## src/mqof_pkg.sv

```systemverilog
// ----------------------------------------------------------------------------
// mqof_pkg
// Shared types and constants for the multi-queue overwrite FIFO: field widths,
// action and status codes, controller states and the control/status bundles.
// ----------------------------------------------------------------------------
`default_nettype none

package mqof_pkg;

  // Default configuration
  localparam int unsigned NumQueuesDef  = 8;
  localparam int unsigned QueueDepthDef = 16;

  // Fixed field widths
  localparam int unsigned HandleW  = 4;
  localparam int unsigned ValueW   = 32;
  localparam int unsigned ActionW  = 2;
  localparam int unsigned StatusW  = 2;
  localparam int unsigned InDataW  = 40;  // handle, write_value, zero fill
  localparam int unsigned OutDataW = 40;  // new_handle, read_value, dropped_oldest

  typedef enum logic [ActionW-1:0] {
    ACT_ALLOC = 2'd0,
    ACT_WRITE = 2'd1,
    ACT_READ  = 2'd2
  } action_e;

  typedef enum logic [StatusW-1:0] {
    ST_OK         = 2'd0,
    ST_EMPTY      = 2'd1,
    ST_NO_FREE    = 2'd2,
    ST_BAD_HANDLE = 2'd3
  } status_e;

  typedef enum logic [1:0] {
    CS_IDLE,
    CS_EXEC,
    CS_RESP
  } ctrl_state_e;

  // Controller to datapath
  typedef struct packed {
    logic accept;   // latch request, start pointer lookup
    logic exec;     // apply operation to pointers and store
    logic load;     // move result into output register
  } ctrl_cmd_t;

  // Datapath to controller
  typedef struct packed {
    logic out_free; // output register empty or draining this cycle
  } dp_status_t;

endpackage : mqof_pkg

`default_nettype wire

```

## src/mqof_ctrl.sv

```systemverilog
// ----------------------------------------------------------------------------
// mqof_ctrl
// Request sequencer: accept, execute against pointer table and store, then
// hand the result to the output register when it is free.
// ----------------------------------------------------------------------------
`default_nettype none

module mqof_ctrl (
  input  wire logic               clk_i,
  input  wire logic               rst_ni,
  input  wire logic               in_valid_i,
  output logic                    in_ready_o,
  input  wire mqof_pkg::dp_status_t dp_status_i,
  output mqof_pkg::ctrl_cmd_t     cmd_o
);
  import mqof_pkg::*;

  ctrl_state_e state_q, state_d;

  always_ff @(posedge clk_i or negedge rst_ni) begin
    if (!rst_ni) begin
      state_q <= CS_IDLE;
    end else begin
      state_q <= state_d;
    end
  end

  always_comb begin
    state_d = state_q;
    unique case (state_q)
      CS_IDLE: begin
        if (in_valid_i) state_d = CS_EXEC;
      end
      CS_EXEC: begin
        state_d = CS_RESP;
      end
      CS_RESP: begin
        if (dp_status_i.out_free) state_d = CS_IDLE;
      end
      default: begin
        state_d = CS_IDLE;
      end
    endcase
  end

  always_comb begin
    in_ready_o  = 1'b0;
    cmd_o       = '0;
    unique case (state_q)
      CS_IDLE: begin
        in_ready_o = 1'b1;
        cmd_o.accept = in_valid_i;
      end
      CS_EXEC: begin
        cmd_o.exec = 1'b1;
      end
      CS_RESP: begin
        cmd_o.load = dp_status_i.out_free;
      end
      default: begin
        in_ready_o = 1'b0;
      end
    endcase
  end

endmodule : mqof_ctrl

`default_nettype wire

```

## src/mqof_dp.sv

```systemverilog
// ----------------------------------------------------------------------------
// mqof_dp
// Datapath: request registers, per-queue pointer table, shared entry store,
// allocation counter and the output register.
// ----------------------------------------------------------------------------
`default_nettype none

module mqof_dp #(
  parameter int unsigned NUM_QUEUES  = mqof_pkg::NumQueuesDef,
  parameter int unsigned QUEUE_DEPTH = mqof_pkg::QueueDepthDef
) (
  input  wire logic                             clk_i,
  input  wire logic                             rst_ni,
  input  wire mqof_pkg::ctrl_cmd_t              cmd_i,
  output mqof_pkg::dp_status_t                  status_o,
  input  wire logic [mqof_pkg::ActionW-1:0]     in_action_i,
  input  wire logic [mqof_pkg::HandleW-1:0]     in_handle_i,
  input  wire logic [mqof_pkg::ValueW-1:0]      in_value_i,
  output logic                                  out_valid_o,
  input  wire logic                             out_ready_i,
  output logic [mqof_pkg::StatusW-1:0]          out_status_o,
  output logic [mqof_pkg::OutDataW-1:0]         out_data_o
);
  import mqof_pkg::*;

  localparam int unsigned QIW = (NUM_QUEUES > 1) ? $clog2(NUM_QUEUES) : 1;
  localparam int unsigned CW  = $clog2(NUM_QUEUES + 1);
  localparam int unsigned PW  = $clog2(QUEUE_DEPTH);
  localparam int unsigned FW  = $clog2(QUEUE_DEPTH + 1);
  localparam int unsigned SD  = NUM_QUEUES * QUEUE_DEPTH;
  localparam int unsigned AW  = (SD > 1) ? $clog2(SD) : 1;
  localparam int unsigned VW  = (CW > HandleW) ? CW : HandleW;
  localparam int unsigned PadW = OutDataW - HandleW - ValueW - 1;

  // Request registers
  logic [ActionW-1:0] action_q;
  logic [HandleW-1:0] handle_q;
  logic [ValueW-1:0]  value_q;

  // Number of claimed queues; queues are claimed in order and never released
  logic [CW-1:0] alloc_cnt_q;

  // Pointer table
  logic [PW-1:0] head_mem [NUM_QUEUES];
  logic [FW-1:0] fill_mem [NUM_QUEUES];
  logic [PW-1:0] head_rd_q;
  logic [FW-1:0] fill_rd_q;
  logic          ptr_we;
  logic [QIW-1:0] ptr_waddr;
  logic [PW-1:0] head_wr;
  logic [FW-1:0] fill_wr;

  // Entry store
  logic [ValueW-1:0] store_mem [SD];
  logic [ValueW-1:0] store_rd_q;
  logic              store_we;
  logic              store_re;
  logic [AW-1:0]     store_addr;

  // Result registers
  logic [StatusW-1:0] res_status_q, res_status_d;
  logic [HandleW-1:0] res_handle_q, res_handle_d;
  logic               res_drop_q,   res_drop_d;
  logic               res_rdok_q,   res_rdok_d;
  logic [CW-1:0]      alloc_cnt_d;

  // Output register
  logic               out_valid_q;
  logic [StatusW-1:0] out_status_q;
  logic [OutDataW-1:0] out_data_q;

  // Queue index from handle (handle - 1)
  logic [HandleW-1:0]     hm1_in, hm1_q;
  logic [HandleW+QIW-1:0] hext_in, hext_q, cext;
  logic [QIW-1:0]         qidx_in, qidx_q, qidx_alloc;

  assign hm1_in     = in_handle_i - HandleW'(1);
  assign hm1_q      = handle_q - HandleW'(1);
  assign hext_in    = {{QIW{1'b0}}, hm1_in};
  assign hext_q     = {{QIW{1'b0}}, hm1_q};
  assign cext       = (HandleW + QIW)'(alloc_cnt_q);
  assign qidx_in    = hext_in[QIW-1:0];
  assign qidx_q     = hext_q[QIW-1:0];
  assign qidx_alloc = cext[QIW-1:0];

  // Execution-stage arithmetic
  logic           handle_ok;
  logic           q_full, q_empty;
  logic [FW:0]    pos_sum;
  logic [FW:0]    pos_wrap;
  logic [PW-1:0]  tail_pos;
  logic [PW-1:0]  head_inc;
  logic [AW:0]    base_prod;
  logic [AW-1:0]  base_addr;
  logic [CW:0]    new_handle_full;
  logic [CW+HandleW-1:0] new_handle_ext;

  assign handle_ok = (handle_q != '0) && (VW'(handle_q) <= VW'(alloc_cnt_q));
  assign q_full    = (fill_rd_q == FW'(QUEUE_DEPTH));
  assign q_empty   = (fill_rd_q == '0);
  assign pos_sum   = (FW + 1)'(head_rd_q) + (FW + 1)'(fill_rd_q);
  // head < depth and fill <= depth, so one subtract wraps the tail
  assign pos_wrap  = (pos_sum >= (FW + 1)'(QUEUE_DEPTH))
                     ? pos_sum - (FW + 1)'(QUEUE_DEPTH) : pos_sum;
  assign tail_pos  = pos_wrap[PW-1:0];
  assign head_inc  = (head_rd_q == PW'(QUEUE_DEPTH - 1)) ? '0 : head_rd_q + PW'(1);
  assign base_prod = (AW + 1)'(qidx_q) * (AW + 1)'(QUEUE_DEPTH);
  assign base_addr = base_prod[AW-1:0];
  assign new_handle_full = (CW + 1)'(alloc_cnt_q) + (CW + 1)'(1);
  assign new_handle_ext  = (CW + HandleW)'(new_handle_full);

  always_comb begin
    res_status_d = ST_OK;
    res_handle_d = '0;
    res_drop_d   = 1'b0;
    res_rdok_d   = 1'b0;
    alloc_cnt_d  = alloc_cnt_q;
    ptr_we       = 1'b0;
    ptr_waddr    = qidx_q;
    head_wr      = head_rd_q;
    fill_wr      = fill_rd_q;
    store_we     = 1'b0;
    store_re     = 1'b0;
    store_addr   = base_addr + AW'(tail_pos);
    unique case (action_q)
      ACT_ALLOC: begin
        if (alloc_cnt_q < CW'(NUM_QUEUES)) begin
          ptr_we       = cmd_i.exec;
          ptr_waddr    = qidx_alloc;
          head_wr      = '0;
          fill_wr      = '0;
          alloc_cnt_d  = alloc_cnt_q + CW'(1);
          res_handle_d = new_handle_ext[HandleW-1:0];
        end else begin
          res_status_d = ST_NO_FREE;
        end
      end
      ACT_WRITE: begin
        if (handle_ok) begin
          ptr_we   = cmd_i.exec;
          store_we = cmd_i.exec;
          if (q_full) begin
            // overwrite the oldest and advance past it
            head_wr    = head_inc;
            res_drop_d = 1'b1;
          end else begin
            fill_wr = fill_rd_q + FW'(1);
          end
        end else begin
          res_status_d = ST_BAD_HANDLE;
        end
      end
      ACT_READ: begin
        store_addr = base_addr + AW'(head_rd_q);
        if (!handle_ok) begin
          res_status_d = ST_BAD_HANDLE;
        end else if (q_empty) begin
          res_status_d = ST_EMPTY;
        end else begin
          ptr_we     = cmd_i.exec;
          store_re   = cmd_i.exec;
          head_wr    = head_inc;
          fill_wr    = fill_rd_q - FW'(1);
          res_rdok_d = 1'b1;
        end
      end
      default: begin
        res_status_d = ST_BAD_HANDLE;
      end
    endcase
  end

  // Pointer table: read on accept, write on execute
  always_ff @(posedge clk_i) begin
    if (ptr_we) begin
      head_mem[ptr_waddr] <= head_wr;
      fill_mem[ptr_waddr] <= fill_wr;
    end
    if (cmd_i.accept) begin
      head_rd_q <= head_mem[qidx_in];
      fill_rd_q <= fill_mem[qidx_in];
    end
  end

  // Entry store
  always_ff @(posedge clk_i) begin
    if (store_we) begin
      store_mem[store_addr] <= value_q;
    end
    if (store_re) begin
      store_rd_q <= store_mem[store_addr];
    end
  end

  // Request and result registers
  always_ff @(posedge clk_i) begin
    if (cmd_i.accept) begin
      action_q <= in_action_i;
      handle_q <= in_handle_i;
      value_q  <= in_value_i;
    end
    if (cmd_i.exec) begin
      res_status_q <= res_status_d;
      res_handle_q <= res_handle_d;
      res_drop_q   <= res_drop_d;
      res_rdok_q   <= res_rdok_d;
    end
    if (cmd_i.load) begin
      out_status_q <= res_status_q;
      out_data_q   <= {{PadW{1'b0}}, res_drop_q,
                       (res_rdok_q ? store_rd_q : '0), res_handle_q};
    end
  end

  always_ff @(posedge clk_i or negedge rst_ni) begin
    if (!rst_ni) begin
      alloc_cnt_q <= '0;
      out_valid_q <= 1'b0;
    end else begin
      if (cmd_i.exec) begin
        alloc_cnt_q <= alloc_cnt_d;
      end
      if (cmd_i.load) begin
        out_valid_q <= 1'b1;
      end else if (out_ready_i) begin
        out_valid_q <= 1'b0;
      end
    end
  end

  assign status_o.out_free = !out_valid_q || out_ready_i;
  assign out_valid_o  = out_valid_q;
  assign out_status_o = out_status_q;
  assign out_data_o   = out_data_q;

endmodule : mqof_dp

`default_nettype wire

```

## src/multi_queue_overwrite_fifo.sv

```systemverilog
// ----------------------------------------------------------------------------
// multi_queue_overwrite_fifo
// Bank of ring-buffer queues over one shared entry store. Allocate claims the
// lowest free queue; write appends and overwrites the oldest when full; read
// pops the oldest entry.
//
//   Channel  Dir  tdata (low bit up)                         tuser
//   s_axis   in   handle[3:0], write_value[35:4], zero fill  action[1:0]
//   m_axis   out  new_handle[3:0], read_value[35:4],         status[1:0]
//                 dropped_oldest[36], zero fill
//
// Each request goes through accept with pointer-table read, execute with
// the store access, then transfer into the output register.
// One request is in flight at a time; the next is taken while a result waits.
// A stalled output holds the result and delays only the load step.
// Reset clears the claim count and output valid; no clearing pass is needed.
// ----------------------------------------------------------------------------
`default_nettype none

module multi_queue_overwrite_fifo #(
  parameter int unsigned NUM_QUEUES  = mqof_pkg::NumQueuesDef,
  parameter int unsigned QUEUE_DEPTH = mqof_pkg::QueueDepthDef
) (
  input  wire logic                          clk_i,
  input  wire logic                          rst_ni,
  input  wire logic                          s_axis_tvalid,
  output logic                               s_axis_tready,
  input  wire logic [mqof_pkg::InDataW-1:0]  s_axis_tdata,  // handle, write_value
  input  wire logic [mqof_pkg::ActionW-1:0]  s_axis_tuser,  // action
  output logic                               m_axis_tvalid,
  input  wire logic                          m_axis_tready,
  output logic [mqof_pkg::OutDataW-1:0]      m_axis_tdata,  // new_handle, read_value,
                                                            // dropped_oldest
  output logic [mqof_pkg::StatusW-1:0]       m_axis_tuser   // status
);
  import mqof_pkg::*;

  ctrl_cmd_t  cmd;
  dp_status_t dp_status;

  mqof_ctrl u_ctrl (
    .clk_i       (clk_i),
    .rst_ni      (rst_ni),
    .in_valid_i  (s_axis_tvalid),
    .in_ready_o  (s_axis_tready),
    .dp_status_i (dp_status),
    .cmd_o       (cmd)
  );

  mqof_dp #(
    .NUM_QUEUES  (NUM_QUEUES),
    .QUEUE_DEPTH (QUEUE_DEPTH)
  ) u_dp (
    .clk_i        (clk_i),
    .rst_ni       (rst_ni),
    .cmd_i        (cmd),
    .status_o     (dp_status),
    .in_action_i  (s_axis_tuser),
    .in_handle_i  (s_axis_tdata[HandleW-1:0]),
    .in_value_i   (s_axis_tdata[HandleW+ValueW-1:HandleW]),
    .out_valid_o  (m_axis_tvalid),
    .out_ready_i  (m_axis_tready),
    .out_status_o (m_axis_tuser),
    .out_data_o   (m_axis_tdata)
  );

endmodule : multi_queue_overwrite_fifo

`default_nettype wire
```

## config.mk

```make
export PLATFORM = sky130hd
export DESIGN_NAME = multi_queue_overwrite_fifo
export DESIGN_NICKNAME = d
export VERILOG_FILES = /design/src/mqof_pkg.sv /design/src/mqof_ctrl.sv /design/src/mqof_dp.sv /design/src/multi_queue_overwrite_fifo.sv
export SDC_FILE = /design/constraint.sdc
export NUM_CORES = 2
export LEC_CHECK = 0
export BUFFER_PORTS_ARGS = -buffer_cell sky130_fd_sc_hd__buf_2
export CORE_ASPECT_RATIO = 0.6
export CORE_MARGIN = 1
export CORE_UTILIZATION = 40
export CTS_BUF_LIST = sky130_fd_sc_hd__clkbuf_8
export DETAILED_ROUTE_END_ITERATION = 7
export PLACE_DENSITY = 0.56
export SLEW_MARGIN = 20
export SYNTH_ARGS = -nofsm -noshare
export SYNTH_HDL_FRONTEND = slang
export SYNTH_MEMORY_MAX_BITS = 65536
export SYNTH_SLANG_ARGS = --single-unit
```

## constraint.sdc

```tcl
create_clock -name clk_i -period 5.08 [get_ports clk_i]
set_input_delay 0 -clock clk_i [delete_from_list [all_inputs] [get_ports clk_i]]
set_output_delay 0 -clock clk_i [all_outputs]
set_load 0.01 [all_outputs]
```

==> impl_metrics.tcl <==
set metrics [dict create \
    placed_area_um2 182000 \
    ant_nets 0 \
    endpoint_kind "flop" \
    tightest_slew_ns 1.27 \
    worst_path_largest_cell_delay_ns 1.04 \
    gp_congestion 0.852 \
    wire_per_inst_um 30.0 \
    numPortBuffers 82 \
    hp-start "s_axis_tdata[5]" \
    hold_path_end "u_dp.value_q[1]" \
    p_total_mw 90.1 \
    hold_violations 0 \
    drt_wl_total_mm 537 \
    dp_cells 16700 \
    layout-drive-gt1-share_pct 15.2 \
    synth-async-reset-ratio_pct 0.163 \
    power.leakage_nw 63.9 \
    fp-row-count 184 \
    required_ns 6.08 \
    outcome "finished, final reports clean" \
    crit_slowest_cell "nor4_2" \
    path_cells "ha_4, fa_4, inv_1, a31oi_4, buf_12, a211oi_1, nor4_1, buf_4, o22ai_1, nor4_2, or4_1" \
    fin_hold_ws_ns 0.116 \
    crit_fanout 57 \
    dieWidth_um 841 \
    period_share_pct 98.9 \
    rr_worst_depth 11 \
    start_util_pct 40.3 \
    grt_overflow 0 \
    grt_pass1_wl_mm 756 \
    worstReg2RegStart "u_dp.fill_rd_q[0]" \
    ys.flop_type "edfxtp_1" \
    initialDrtViolationCount 15800 \
    hpwl_mm 305 \
    syn_inst 11200 \
    highest_layer "met5" \
    drc 0 \
    pin_count 90 \
    critPathBufInv 3 \
    synth.top_cell.area_share_pct 76.3 \
    powerDensity_nw_per_um2 463 \
    post-route-min-period_ns 5.02 \
    maxCapViolCount 0 \
    root_buffer "clkbuf_8" \
    hp-class "in -> reg" \
    cp.arrival_ns 6.02 \
    wl_met1_mm 233 \
    die_area_um2 425000 \
    routed-wl-met3_mm 63.6 \
    setup-violations-final 0 \
    avgSynthCellArea_um2 15.1 \
    cts.htree.levels 6 \
    wl_met2_mm 227 \
    timing.fmax_mhz 199 \
    grt_pass1_vias 102000 \
    yosysSeqAreaShare_pct 76.4 \
    setup.worst_path.start_class "flop" \
    finalNonFillerCells 17900 \
    finalWorstSetupSlack_ns 0.0575 \
    cts_setup_buffers 0 \
    grt_usage_pct 24.5 \
    syn_area_um2 169000 \
    core-area_um2 420000 \
    fin_util_pct 46.3 \
    fin_skew_ns 0.0984 \
    r2r_setup_slack_ns 0.06 \
    path_delay_family "simple AND/OR/NAND/NOR gates" \
    cts_buffer_depth 4 \
    synth_cell_types 64 \
    slew_headroom_pct 15.5 \
    fillers 36100 \
    syn2layout_area_growth_pct 15.0 \
    timing.rr.end "u_dp.store_rd_q[23]" \
    first_pass_iters 6 \
    ys_warn_count 0 \
    synth_seq_cells 4301 \
    numCtsBuffers 636 \
    worstSetupPathType "reg -> reg" \
    grt_max_degree 151 \
    synth-edff-count 4294 \
    rsz0062_at_grt "false" \
    viasPerCell 5.92 \
    finish.net_count 11900 \
    die_h_um 506 \
    antenna_found_initial 60 \
    finalMaxSlewViolations 0 \
    cts_tree "built" \
    clock-sinks 4301 \
    worstHoldPathCells 3 \
    fin_area_um2 194000 \
    dpl_worst_slack_ns -0.125 \
    synth_top_area_cell "edfxtp_1" \
    dr_total_vias 106000 \
    fin_tns_setup_ns 0 \
    vdd_ir_drop_max_v 0.000393 \
    cts.reportedPaths.clkPinSlew_ns 0.07 \
    synth_area_leaders "edfxtp_1 (76%), nand2_1 (4.4%), a211oi_1 (4.4%), nand3_1 (2.2%), mux4_2 (1.9%)" \
    clk_latency_ns 1.14 \
]
metal layers:
metal / global-route usage [%] / vias up
met5: 0 / -
met3: 6.08 / 829
met2: 34.8 / 6181
li1: - / 44700
met4: 6.22 / 32
met1: 37.7 / 54300
final cells by class:
| type | instances | area, um2 | share of cell area (%) |
|---|---|---|---|
| Clock inverter | 464 | 2210 | 1.14 |
| Sequential cell | 4301 | 129000 | 66.4 |
| Tap cell | 5580 | 6980 | 3.59 |
| Antenna cell | 22 | 55.1 | 0.0283 |
| Inverter | 507 | 1900 | 0.979 |
| Clock buffer | 646 | 8890 | 4.57 |
| Timing Repair Buffer | 784 | 8750 | 4.50 |
| Multi-Input combinational cell | 5622 | 36500 | 18.8 |
synthesized netlist by cell type (3+ instances only):
| master | number |
|---|---|
| edfxtp_1 | 4294 |
| nand2_1 | 1999 |
| a211oi_1 | 984 |
| nand3_1 | 749 |
| clkbuf_1 | 542 |
| inv_1 | 506 |
| mux2i_1 | 296 |
| a32oi_1 | 235 |
| nor4_1 | 188 |
| buf_2 | 170 |
| a31oi_1 | 167 |
| nor2_1 | 163 |
| mux4_2 | 144 |
| nand4_1 | 139 |
| a22oi_1 | 97 |
| a21oi_1 | 84 |
| buf_1 | 68 |
| o2111ai_1 | 61 |
| o21ai_0 | 45 |
| mux2_2 | 42 |
| and2_1 | 35 |
| or4_1 | 33 |
| o22ai_1 | 32 |
| nand4b_1 | 31 |
| buf_4 | 13 |
| ha_1 | 13 |
| nor3_1 | 10 |
| dfrtp_1 | 7 |
| a2111oi_0 | 6 |
| xnor2_1 | 6 |
| buf_6 | 5 |
| nand2b_1 | 5 |
| nor2b_1 | 4 |
| a21o_1 | 3 |
| a41oi_1 | 3 |
| and3b_1 | 3 |
| nor4bb_1 | 3 |
| o211ai_1 | 3 |
| or3_1 | 3 |
| xor2_1 | 3 |
worst register-to-register path, stage by stage, from the launching register on:
cell      delay (ns)
edfxtp_1        0.52
ha_4            0.22
fa_4            0.87
inv_1           0.14
a31oi_4         0.25
buf_12          0.39
a211oi_1        0.23
nor4_1          0.51
buf_4           0.24
o22ai_1         0.24
nor4_2          1.04
or4_1           0.22
state kept, by name, indices dropped and copies added, names as in the netlist:
register           count
u_ctrl.state_q         2
u_dp.action_q          2
u_dp.alloc_cnt_q       4
u_dp.fill_mem         40
u_dp.fill_rd_q         5
u_dp.handle_q          4
u_dp.head_mem         32
u_dp.head_rd_q         4
u_dp.out_data_o       37
u_dp.out_status_o      2
u_dp.out_valid_o       1
u_dp.res_drop_q        1
u_dp.res_handle_q      4
u_dp.res_rdok_q        1
u_dp.res_status_q      2
u_dp.store_mem      4096
u_dp.store_rd_q       32
u_dp.value_q          32
cells by family (layout without fill, tap and decap cells):
family / after synthesis / after routing / share of synthesized area [%]
AOI/OAI and AO/OA: 1733 / 1733 / 7.59
xor gates and xnor gates: 9 / 9 / 0.0466
adders and majority gates: 14 / 14 / 0.108
buffers and inverters: 1305 / 2401 / 3.07
DFF: 4301 / 4301 / 76.4
muxes: 483 / 483 / 3.96
other: 1 / 25 / 0.00222
and+or+nand+nor: 3380 / 3380 / 8.85
repair_timing:
item                                    4_1_cts  5_1_grt
gates cloned                                  0        0
hold buffers                                 83        0
endpoints found under the setup margin       32        1
endpoints found under the hold margin       143        0
resized for setup                             3        1
worst max-delay path by stage:
stage | to | from | slack, ns | depth (start not counted)
after floorplan | u_dp.store_mem[54][0] | u_dp.head_rd_q[0] | 0.51 | 10
after global placement | u_dp.store_rd_q[28] | u_dp.action_q[0] | -0.61 | 12
after detailed placement | u_dp.store_rd_q[26] | u_dp.action_q[0] | -0.13 | 12
after CTS | u_dp.store_rd_q[26] | u_dp.action_q[0] | 0.14 | 12
after global routing | u_dp.store_rd_q[4] | u_dp.action_q[0] | 0.009 | 10
final | u_dp.store_rd_q[23] | u_dp.fill_rd_q[0] | 0.06 | 11
where the power goes:
part	internal, mW	switching, mW
Clock	12.2	13.6
Combinational	6.95	16.9
Sequential	40.2	0.164
Total	59.4	30.7
cell usage in the layout, fill, tap and decap left out, types with 163 or more instances in the layout:
cell type | synthesis | routed
buf_12 | 0 | 229
edfxtp_1 | 4294 | 4294
nand2_1 | 1999 | 1991
clkinv_1 | 1 | 163
clkbuf_8 | 0 | 646
buf_4 | 13 | 390
inv_1 | 506 | 708
a32oi_1 | 235 | 235
a211oi_1 | 984 | 982
nand3_1 | 749 | 747
mux2i_1 | 296 | 295
(Power assumes the default switching activity.)
